File: src/md5_digest_engine_core_defines.svh
// Assertion helpers for the digest engine.
`ifndef MD5_DIGEST_ENGINE_CORE_DEFINES_SVH
`define MD5_DIGEST_ENGINE_CORE_DEFINES_SVH

// same-cycle implication
`define MD5DE_ASSERT_IMP(label, clk, rst_n, ante, cons) \
  label: assert property (@(posedge clk) disable iff (!rst_n) (ante) |-> (cons)) \
    else $error("md5de assertion failed");

// next-cycle implication
`define MD5DE_ASSERT_NXT(label, clk, rst_n, ante, cons) \
  label: assert property (@(posedge clk) disable iff (!rst_n) (ante) |=> (cons)) \
    else $error("md5de assertion failed");

`endif

File: src/md5de_pkg.sv
package md5de_pkg;

  typedef struct packed {
    logic [31:0] a;
    logic [31:0] b;
    logic [31:0] c;
    logic [31:0] d;
  } abcd_t;

  localparam abcd_t MD5DE_IV = '{
    a: 32'h67452301,
    b: 32'hefcdab89,
    c: 32'h98badcfe,
    d: 32'h10325476
  };

  localparam int unsigned BUF_WORDS = 16;
  localparam logic [7:0] PAD_BYTE = 8'h80;

  localparam logic [31:0] K_ROM [64] = '{
    32'hd76aa478, 32'he8c7b756, 32'h242070db, 32'hc1bdceee,
    32'hf57c0faf, 32'h4787c62a, 32'ha8304613, 32'hfd469501,
    32'h698098d8, 32'h8b44f7af, 32'hffff5bb1, 32'h895cd7be,
    32'h6b901122, 32'hfd987193, 32'ha679438e, 32'h49b40821,
    32'hf61e2562, 32'hc040b340, 32'h265e5a51, 32'he9b6c7aa,
    32'hd62f105d, 32'h02441453, 32'hd8a1e681, 32'he7d3fbc8,
    32'h21e1cde6, 32'hc33707d6, 32'hf4d50d87, 32'h455a14ed,
    32'ha9e3e905, 32'hfcefa3f8, 32'h676f02d9, 32'h8d2a4c8a,
    32'hfffa3942, 32'h8771f681, 32'h6d9d6122, 32'hfde5380c,
    32'ha4beea44, 32'h4bdecfa9, 32'hf6bb4b60, 32'hbebfbc70,
    32'h289b7ec6, 32'heaa127fa, 32'hd4ef3085, 32'h04881d05,
    32'hd9d4d039, 32'he6db99e5, 32'h1fa27cf8, 32'hc4ac5665,
    32'hf4292244, 32'h432aff97, 32'hab9423a7, 32'hfc93a039,
    32'h655b59c3, 32'h8f0ccc92, 32'hffeff47d, 32'h85845dd1,
    32'h6fa87e4f, 32'hfe2ce6e0, 32'ha3014314, 32'h4e0811a1,
    32'hf7537e82, 32'hbd3af235, 32'h2ad7d2bb, 32'heb86d391
  };

  localparam logic [4:0] S_ROM [16] = '{
    5'd7, 5'd12, 5'd17, 5'd22, 5'd5, 5'd9, 5'd14, 5'd20,
    5'd4, 5'd11, 5'd16, 5'd23, 5'd6, 5'd10, 5'd15, 5'd21
  };

  // message word used by a round
  function automatic logic [3:0] md5de_msg_index(input logic [5:0] r);
    logic [3:0] rl;
    logic [3:0] g;
    rl = r[3:0];
    case (r[5:4])
      2'd0:    g = rl;
      2'd1:    g = 4'(rl * 4'd5 + 4'd1);
      2'd2:    g = 4'(rl * 4'd3 + 4'd5);
      default: g = 4'(rl * 4'd7);
    endcase
    return g;
  endfunction

  function automatic logic [4:0] md5de_shift(input logic [5:0] r);
    return S_ROM[{r[5:4], r[1:0]}];
  endfunction

endpackage

File: src/md5de_in_if.sv
interface md5de_in_if;
  logic       valid;
  logic       ready;
  logic       kind;
  logic [7:0] data_byte;

  modport source (output valid, output kind, output data_byte, input ready);
  modport sink (input valid, input kind, input data_byte, output ready);
endinterface

File: src/md5de_out_if.sv
interface md5de_out_if;
  logic        valid;
  logic        ready;
  logic [31:0] digest_word;
  logic [1:0]  word_index;
  logic        last_word;

  modport source (output valid, output digest_word, output word_index, output last_word,
                  input ready);
  modport sink (input valid, input digest_word, input word_index, input last_word,
                output ready);
endinterface

File: src/md5de_ram.sv
module md5de_ram #(
  parameter int unsigned Width = 32,
  parameter int unsigned Depth = 16
) (
  input  logic                     clk_i,
  input  logic                     we_i,
  input  logic [$clog2(Depth)-1:0] waddr_i,
  input  logic [Width-1:0]         wdata_i,
  input  logic [$clog2(Depth)-1:0] raddr_i,
  output logic [Width-1:0]         rdata_o
);

  logic [Width-1:0] mem_q [Depth];
  logic [Width-1:0] rdata_q;

  always_ff @(posedge clk_i) begin
    if (we_i) begin
      mem_q[waddr_i] <= wdata_i;
    end
    rdata_q <= mem_q[raddr_i];
  end

  assign rdata_o = rdata_q;

endmodule

File: src/md5de_round.sv
module md5de_round
  import md5de_pkg::*;
(
  input  logic [5:0]  rnd_i,
  input  abcd_t       abcd_i,
  input  logic [31:0] msg_word_i,
  output abcd_t       abcd_o
);

  logic [31:0] f;
  logic [31:0] sum;
  logic [63:0] rot_wide;
  logic [4:0]  sh;

  always_comb begin
    case (rnd_i[5:4])
      2'd0:    f = (abcd_i.b & abcd_i.c) | (~abcd_i.b & abcd_i.d);
      2'd1:    f = (abcd_i.b & abcd_i.d) | (abcd_i.c & ~abcd_i.d);
      2'd2:    f = abcd_i.b ^ abcd_i.c ^ abcd_i.d;
      default: f = abcd_i.c ^ (abcd_i.b | ~abcd_i.d);
    endcase
  end

  assign sum      = abcd_i.a + f + K_ROM[rnd_i] + msg_word_i;
  assign sh       = md5de_shift(rnd_i);
  // rotate left: upper half of the doubled word after the shift
  assign rot_wide = {sum, sum} << sh;

  assign abcd_o.a = abcd_i.d;
  assign abcd_o.b = abcd_i.b + rot_wide[63:32];
  assign abcd_o.c = abcd_i.b;
  assign abcd_o.d = abcd_i.c;

endmodule

File: src/md5de_out_stage.sv
module md5de_out_stage
  import md5de_pkg::*;
(
  input  logic        clk_i,
  input  logic        rst_ni,
  input  logic        load_i,
  input  abcd_t       digest_i,
  output logic        busy_o,
  md5de_out_if.source dig_o
);

  abcd_t      dig_q;
  logic       busy_q, busy_d;
  logic [1:0] cnt_q, cnt_d;
  logic       hs;

  assign hs = busy_q && dig_o.ready;

  always_comb begin
    busy_d = busy_q;
    cnt_d  = cnt_q;
    if (load_i) begin
      busy_d = 1'b1;
      cnt_d  = 2'd0;
    end else if (hs) begin
      cnt_d = cnt_q + 2'd1;
      if (cnt_q == 2'd3) begin
        busy_d = 1'b0;
      end
    end
  end

  always_ff @(posedge clk_i or negedge rst_ni) begin
    if (!rst_ni) begin
      busy_q <= 1'b0;
      cnt_q  <= 2'd0;
    end else begin
      busy_q <= busy_d;
      cnt_q  <= cnt_d;
    end
  end

  always_ff @(posedge clk_i) begin
    if (load_i) begin
      dig_q <= digest_i;
    end
  end

  always_comb begin
    case (cnt_q)
      2'd0:    dig_o.digest_word = dig_q.a;
      2'd1:    dig_o.digest_word = dig_q.b;
      2'd2:    dig_o.digest_word = dig_q.c;
      default: dig_o.digest_word = dig_q.d;
    endcase
  end

  assign dig_o.valid      = busy_q;
  assign dig_o.word_index = cnt_q;
  assign dig_o.last_word  = (cnt_q == 2'd3);
  assign busy_o           = busy_q;

endmodule

File: src/md5_digest_engine_core.sv
// Byte beat: a full block starts compression (load, 64 rounds, fold). Finish beat: pad
// word, then zeros and the length to fill the block, then compression; a pad that spills
// into a second block fills and compresses that one too; then a wait until the previous
// digest drains, to hand over. Digest: four words, one per cycle while the sink is ready.
// No byte is taken during compression (shared rounds). Reset: control clears, chaining
// words take the initial value, bit count is zero; the block buffer RAM is not cleared.
`include "md5_digest_engine_core_defines.svh"

module md5_digest_engine_core
  import md5de_pkg::*;
(
  input  logic       clk_i,
  input  logic       rst_ni,
  md5de_in_if.sink   msg_i,
  md5de_out_if.source dig_o
);

  localparam logic [2:0] ST_IDLE  = 3'd0;
  localparam logic [2:0] ST_FILL  = 3'd1;
  localparam logic [2:0] ST_LOAD  = 3'd2;
  localparam logic [2:0] ST_ROUND = 3'd3;
  localparam logic [2:0] ST_FOLD  = 3'd4;
  localparam logic [2:0] ST_DONE  = 3'd5;

  localparam int unsigned AW = $clog2(BUF_WORDS);

  logic [2:0]    state_q, state_d;
  logic [5:0]    rnd_q, rnd_d;
  logic [AW:0]   wp_q, wp_d;
  logic          two_q, two_d;
  logic          fin_q, fin_d;
  logic [63:0]   bit_cnt_q, bit_cnt_d;
  logic [31:0]   wacc_q, wacc_d;
  abcd_t         abcd_q, abcd_d;
  abcd_t         chain_q, chain_d;
  abcd_t         rnd_out;

  logic          ram_we;
  logic [AW-1:0] ram_waddr;
  logic [31:0]   ram_wdata;
  logic [AW-1:0] ram_raddr;
  logic [31:0]   ram_rdata;

  logic          in_hs;
  logic [5:0]    idx;
  logic [1:0]    lane;
  logic [31:0]   pad_word;
  logic [31:0]   fill_word;
  logic          out_load;
  logic          out_busy;

  assign msg_i.ready = (state_q == ST_IDLE);
  assign in_hs       = msg_i.valid && msg_i.ready;
  assign idx         = bit_cnt_q[8:3];
  assign lane        = idx[1:0];

  // partial word: bytes below the pad position kept, pad marker, zeros above
  always_comb begin
    for (int i = 0; i < 4; i++) begin
      if (2'(i) < lane) begin
        pad_word[8*i +: 8] = wacc_q[8*i +: 8];
      end else if (2'(i) == lane) begin
        pad_word[8*i +: 8] = PAD_BYTE;
      end else begin
        pad_word[8*i +: 8] = 8'h00;
      end
    end
  end

  // length goes in the last two words of the final block only
  always_comb begin
    fill_word = 32'h0;
    if (!two_q) begin
      if (wp_q[AW-1:0] == AW'(BUF_WORDS - 2)) begin
        fill_word = bit_cnt_q[31:0];
      end else if (wp_q[AW-1:0] == AW'(BUF_WORDS - 1)) begin
        fill_word = bit_cnt_q[63:32];
      end
    end
  end

  always_comb begin
    state_d   = state_q;
    rnd_d     = rnd_q;
    wp_d      = wp_q;
    two_d     = two_q;
    fin_d     = fin_q;
    bit_cnt_d = bit_cnt_q;
    wacc_d    = wacc_q;
    abcd_d    = abcd_q;
    chain_d   = chain_q;
    ram_we    = 1'b0;
    ram_waddr = idx[5:2];
    ram_wdata = pad_word;
    ram_raddr = '0;
    out_load  = 1'b0;
    case (state_q)
      ST_IDLE: begin
        if (in_hs) begin
          if (!msg_i.kind) begin
            wacc_d[8*lane +: 8] = msg_i.data_byte;
            bit_cnt_d           = bit_cnt_q + 64'd8;
            if (lane == 2'd3) begin
              ram_we    = 1'b1;
              ram_wdata = {msg_i.data_byte, wacc_q[23:0]};
            end
            if (idx == 6'd63) begin
              state_d = ST_LOAD;
            end
          end else begin
            ram_we  = 1'b1;
            wp_d    = (AW+1)'(idx[5:2]) + (AW+1)'(1);
            // no room for the length after the pad byte
            two_d   = (idx[5:2] >= AW'(BUF_WORDS - 2));
            fin_d   = 1'b1;
            state_d = ST_FILL;
          end
        end
      end
      ST_FILL: begin
        if (wp_q[AW]) begin
          state_d = ST_LOAD;
        end else begin
          ram_we    = 1'b1;
          ram_waddr = wp_q[AW-1:0];
          ram_wdata = fill_word;
          wp_d      = wp_q + (AW+1)'(1);
        end
      end
      ST_LOAD: begin
        ram_raddr = md5de_msg_index(6'd0);
        abcd_d    = chain_q;
        rnd_d     = 6'd0;
        state_d   = ST_ROUND;
      end
      ST_ROUND: begin
        // prefetch next round's word; read data arrives as the round advances
        ram_raddr = md5de_msg_index(rnd_q + 6'd1);
        abcd_d    = rnd_out;
        rnd_d     = rnd_q + 6'd1;
        if (rnd_q == 6'd63) begin
          state_d = ST_FOLD;
        end
      end
      ST_FOLD: begin
        chain_d.a = chain_q.a + abcd_q.a;
        chain_d.b = chain_q.b + abcd_q.b;
        chain_d.c = chain_q.c + abcd_q.c;
        chain_d.d = chain_q.d + abcd_q.d;
        if (fin_q) begin
          if (two_q) begin
            two_d   = 1'b0;
            wp_d    = '0;
            state_d = ST_FILL;
          end else begin
            state_d = ST_DONE;
          end
        end else begin
          state_d = ST_IDLE;
        end
      end
      ST_DONE: begin
        if (!out_busy) begin
          out_load  = 1'b1;
          chain_d   = MD5DE_IV;
          bit_cnt_d = '0;
          fin_d     = 1'b0;
          state_d   = ST_IDLE;
        end
      end
      default: begin
        state_d = ST_IDLE;
      end
    endcase
  end

  always_ff @(posedge clk_i or negedge rst_ni) begin
    if (!rst_ni) begin
      state_q   <= ST_IDLE;
      rnd_q     <= '0;
      wp_q      <= '0;
      two_q     <= 1'b0;
      fin_q     <= 1'b0;
      bit_cnt_q <= '0;
      chain_q   <= MD5DE_IV;
    end else begin
      state_q   <= state_d;
      rnd_q     <= rnd_d;
      wp_q      <= wp_d;
      two_q     <= two_d;
      fin_q     <= fin_d;
      bit_cnt_q <= bit_cnt_d;
      chain_q   <= chain_d;
    end
  end

  always_ff @(posedge clk_i) begin
    wacc_q <= wacc_d;
    abcd_q <= abcd_d;
  end

  md5de_ram #(
    .Width(32),
    .Depth(BUF_WORDS)
  ) u_buf (
    .clk_i  (clk_i),
    .we_i   (ram_we),
    .waddr_i(ram_waddr),
    .wdata_i(ram_wdata),
    .raddr_i(ram_raddr),
    .rdata_o(ram_rdata)
  );

  md5de_round u_round (
    .rnd_i     (rnd_q),
    .abcd_i    (abcd_q),
    .msg_word_i(ram_rdata),
    .abcd_o    (rnd_out)
  );

  md5de_out_stage u_out (
    .clk_i   (clk_i),
    .rst_ni  (rst_ni),
    .load_i  (out_load),
    .digest_i(chain_q),
    .busy_o  (out_busy),
    .dig_o   (dig_o)
  );

  `MD5DE_ASSERT_NXT(a_byte_count, clk_i, rst_ni, in_hs && !msg_i.kind, bit_cnt_q == $past(bit_cnt_q) + 64'd8)
  `MD5DE_ASSERT_IMP(a_no_wr_in_compress, clk_i, rst_ni, state_q == ST_LOAD || state_q == ST_ROUND || state_q == ST_FOLD, !ram_we)
  `MD5DE_ASSERT_NXT(a_restart_after_digest, clk_i, rst_ni, out_load, chain_q == MD5DE_IV && bit_cnt_q == 64'd0 && dig_o.valid)

endmodule
File: src/flat_wrapper.sv
// flat-port wrapper written by rule: the top's interface ports become plain ports
module md5_digest_engine_core_flat import md5de_pkg::*;
  (clk_i, rst_ni, msg_i_valid, msg_i_kind, msg_i_data_byte, msg_i_ready, dig_o_valid, dig_o_digest_word, dig_o_word_index, dig_o_last_word, dig_o_ready);
  md5de_in_if msg_i_i ();
  md5de_out_if dig_o_i ();
  input  logic clk_i;
  input  logic rst_ni;
  input wire logic [$bits(msg_i_i.valid)-1:0] msg_i_valid;
  input wire logic [$bits(msg_i_i.kind)-1:0] msg_i_kind;
  input wire logic [$bits(msg_i_i.data_byte)-1:0] msg_i_data_byte;
  output wire logic [$bits(msg_i_i.ready)-1:0] msg_i_ready;
  output wire logic [$bits(dig_o_i.valid)-1:0] dig_o_valid;
  output wire logic [$bits(dig_o_i.digest_word)-1:0] dig_o_digest_word;
  output wire logic [$bits(dig_o_i.word_index)-1:0] dig_o_word_index;
  output wire logic [$bits(dig_o_i.last_word)-1:0] dig_o_last_word;
  input wire logic [$bits(dig_o_i.ready)-1:0] dig_o_ready;
  assign msg_i_i.valid = msg_i_valid;
  assign msg_i_i.kind = msg_i_kind;
  assign msg_i_i.data_byte = msg_i_data_byte;
  assign msg_i_ready = msg_i_i.ready;
  assign dig_o_valid = dig_o_i.valid;
  assign dig_o_digest_word = dig_o_i.digest_word;
  assign dig_o_word_index = dig_o_i.word_index;
  assign dig_o_last_word = dig_o_i.last_word;
  assign dig_o_i.ready = dig_o_ready;
  md5_digest_engine_core u_core (.clk_i(clk_i), .rst_ni(rst_ni), .msg_i(msg_i_i), .dig_o(dig_o_i));
endmodule
File: config.mk
export PLATFORM = sky130hd
export DESIGN_NAME = md5_digest_engine_core_flat
export DESIGN_NICKNAME = d
export VERILOG_FILES = /design/src/md5de_pkg.sv /design/src/md5de_in_if.sv /design/src/md5de_out_if.sv /design/src/md5de_ram.sv /design/src/md5de_round.sv /design/src/md5de_out_stage.sv /design/src/md5_digest_engine_core.sv /design/src/flat_wrapper.sv
export VERILOG_INCLUDE_DIRS = /design/src /design/src/src
export SDC_FILE = /design/constraint.sdc
export NUM_CORES = 2
export LEC_CHECK = 0
export ABC_AREA = 1
export BUFFER_PORTS_ARGS = -buffer_cell sky130_fd_sc_hd__buf_2
export CAP_MARGIN = 15
export CORE_AREA = 3 3 456 458
export CTS_BUF_LIST = sky130_fd_sc_hd__clkbuf_4 sky130_fd_sc_hd__clkbuf_8
export DETAILED_ROUTE_END_ITERATION = 8
export DIE_AREA = 0 0 459 461
export PLACE_DENSITY = 0.43
export SYNTH_ARGS = -nofsm -noshare
export SYNTH_HDL_FRONTEND = slang
export SYNTH_HIERARCHICAL = 1
export SYNTH_SLANG_ARGS = --single-unit
File: constraint.sdc
create_clock -name clk_i -period 14.2 [get_ports clk_i]
set_input_delay 2.13 -clock clk_i [delete_from_list [all_inputs] [get_ports clk_i]]
set_output_delay 2.13 -clock clk_i [all_outputs]
set_load 0.01 [all_outputs]
==> results.cfg <==
[die]
start_util_pct = 32.8
coreArea_mm2 = 0.204
die-width_um = 459
die_area_mm2 = 0.212
io-pin-count = 50
dieHeight_um = 461
rows = 166

[flow_run]
drv_cap = 0

[route]
wl_per_cell_um = 23.3
wl_um = 271000
via_per_inst = 5.06
ant_nets = 0
firstDrtPassIters = 6
num_vias = 58889
drc_errors = 0
dr.first_iter.drc_count = 5204

[placement]
post_dp_cell_area_mm2 = 0.0694
gp_congestion = 0.925
dp_hpwl_um = 195000
io_buffer_count = 49

[worst_setup_path]
crit_type = flop to flop
slowest_stage = dfrtp_1
crit_path_start_kind = flop
cp_max_fo = 28
cp.arrival_ns = 9.70
required_ns = 14.79
endpoint_kind = flop
critPathMaxStageDelay_ns = 0.72

[clock_network]
cts_resized = 0
cts_setup_buffers = 0
h-tree-depth = 4
cts_root_buffer = clkbuf_8
cts_hold_buf = 0
clkTransAtPathRegs_ns = 0.06
clock-sinks = 1032
cts_buffer_depth = 3
cts_tree = done
clkLatencyLatePin_ns = 0.95
cts_buffers = 189

[timing]
relSlewSlack_pct = 21.8
finalHoldViolations = 0
setup_violations = 0
timing.setup.tns_ns = 0
skew_ns = 0.0922
final.period_utilization_pct = 64.2
period_minus_slack_ns = 9.11
fmax_ghz = 0.110
worst_pin_slew_ns = 1.17
rsz0062_at_grt = false
slew_viol_final = 0

[global_route]
antenna_found_initial = 13
grtUsageTotal_pct = 25.1
grt_pass1_wl_um = 390000
grt_pass1_vias = 56274
grt_max_degree = 135
gr-total-overflow = 0

[synth]
synth_cells = 8812
synth.top_cells.by_area = edfxtp_1 35%, nand2_1 16%, inv_1 7.8%
ys.flop_type = edfxtp_1
ys_top_cells_by_count = 2,777 x nand2_1, 1,398 x inv_1, 949 x nand3_1
async_reset_ff_share_pct = 20.2
synth_cell_types = 70
yosysWarningCount = 6
synth-seq-area-share_pct = 44.3
synth_area_mm2 = 0.0671
synth_top_area_cell = edfxtp_1
synth_top_area_share_pct = 35.4
synth.avg_cell_area_um2 = 7.62
synth_nets = 9120
synth_edf_count = 792
ys_seq_elements = 1032
yosysMostFrequentCell = nand2_1

[finish]
final_net_count = 9082
syn_to_final_growth_pct = 9.56
utilization_pct = 36.0
fillerInstances = 21775
drive_above_1_share_pct = 7.28
fin_area_mm2 = 0.0735
seqCellArea_mm2 = 0.0297
multiInputGateArea_mm2 = 0.0300

[status]
status = completed

[worst_hold_path]
hp-class = flop to flop
critical path: cells and delay by family (launching register included):
| kind | cells | cell delay (ns) |
|---|---|---|
| buffers and inverters | 3 | 0.82 |
| AND/OR/NAND/NOR | 17 | 2.46 |
| adder cells (fa/ha/maj) | 5 | 1.99 |
| flip-flops | 1 | 0.72 |
| XOR/XNOR | 1 | 0.09 |
| AO/OA/AOI/OAI | 12 | 2.66 |
layer usage:
| layer | up-vias | wire (µm) | global-route usage [%] |
|---|---|---|---|
| li1 | 28436 | - | - |
| met1 | 28247 | 117000 | 32.6 |
| met2 | 1833 | 129000 | 42.6 |
| met3 | 371 | 15300 | 3.56 |
| met4 | 2 | 9760 | 8.92 |
| met5 | - | 13 | 0 |
stage by stage:
stage          hold WS (ns)  instances  setup slack [ns]
2_1_floorplan         0.451       8812              7.46
3_3_place_gp          0.465      11267              5.28
3_5_place_dp          0.463      11267              5.39
4_1_cts               0.469      11627              5.28
5_1_grt               0.475      11632              4.48
6_report              0.461      11634              5.09
final timing paths:
path	startpoint	end	slack, ns	cells after the start
max in group asynchronous	rst_ni	u_core/wp_q[1]	10.29	4
worst min register to register	u_core/chain_q[3]	u_core/u_out/dig_q[3]	0.46	0
worst max register to register	u_core/rnd_q[4]	u_core/abcd_q[94]	5.09	38
worst max-delay path	u_core/rnd_q[4]	u_core/abcd_q[94]	5.09	38
worst min-delay path	u_core/chain_q[3]	u_core/u_out/dig_q[3]	0.46	0
min in group asynchronous	rst_ni	u_core/chain_q[85]	1.18	1
registers in the layout, summed over array words and instances (netlist names):
signal	cells
u_core/wacc_q	24
u_core/u_buf/rdata_o	32
u_core/rnd_q	6
u_core/bit_cnt_q	61
u_core/u_buf/mem_q	512
u_core/chain_q	128
u_core/abcd_q	128
u_core/u_out/dig_o.word_index	2
u_core/u_out/dig_q	128
u_core/wp_q	5
u_core/two_q	1
u_core/u_out/busy_o	1
u_core/fin_q	1
u_core/state_q	3
area by class of cell:
type	count	area share, %
diodes	3	0.0102
clock buffers	281	4.60
clock inverters	79	0.937
inverters	1422	7.28
multi-input cells	5981	40.8
flip-flops and latches	1032	40.4
well taps	2688	4.57
repair buffers	148	1.37
kinds of logic after synthesis:
kind of cell               count (synthesis)  synth area share, %
AOI/OAI and AO/OA                       1010                 8.48
adders and majority gates                295                 6.26
xor gates and xnor gates                  96                 1.25
and+or+nand+nor                         4575                 28.3
DFF                                     1032                 44.3
muxes                                      5               0.0746
buffers and inverters                   1799                 11.4
layout by cell type (no fill, tap or decap), types with 34 or more instances in the layout:
cell      count
nand2_1    2776
inv_1      1394
nand3_1     949
edfxtp_1    792
nor2_1      590
o21ai_0     429
a21oi_1     288
ha_1        227
clkbuf_8    203
dfrtp_1     143
buf_4        98
nand4_1      93
clkbuf_4     78
fa_1         68
dfstp_2      64
nor3_1       61
xor2_1       57
o22ai_1      55
buf_2        48
clkinv_1     42
xnor2_1      39
o21ai_1      34
Power is not shown: default switching activity piles up to over one toggle a cycle in this logic, so the estimate is an artifact.
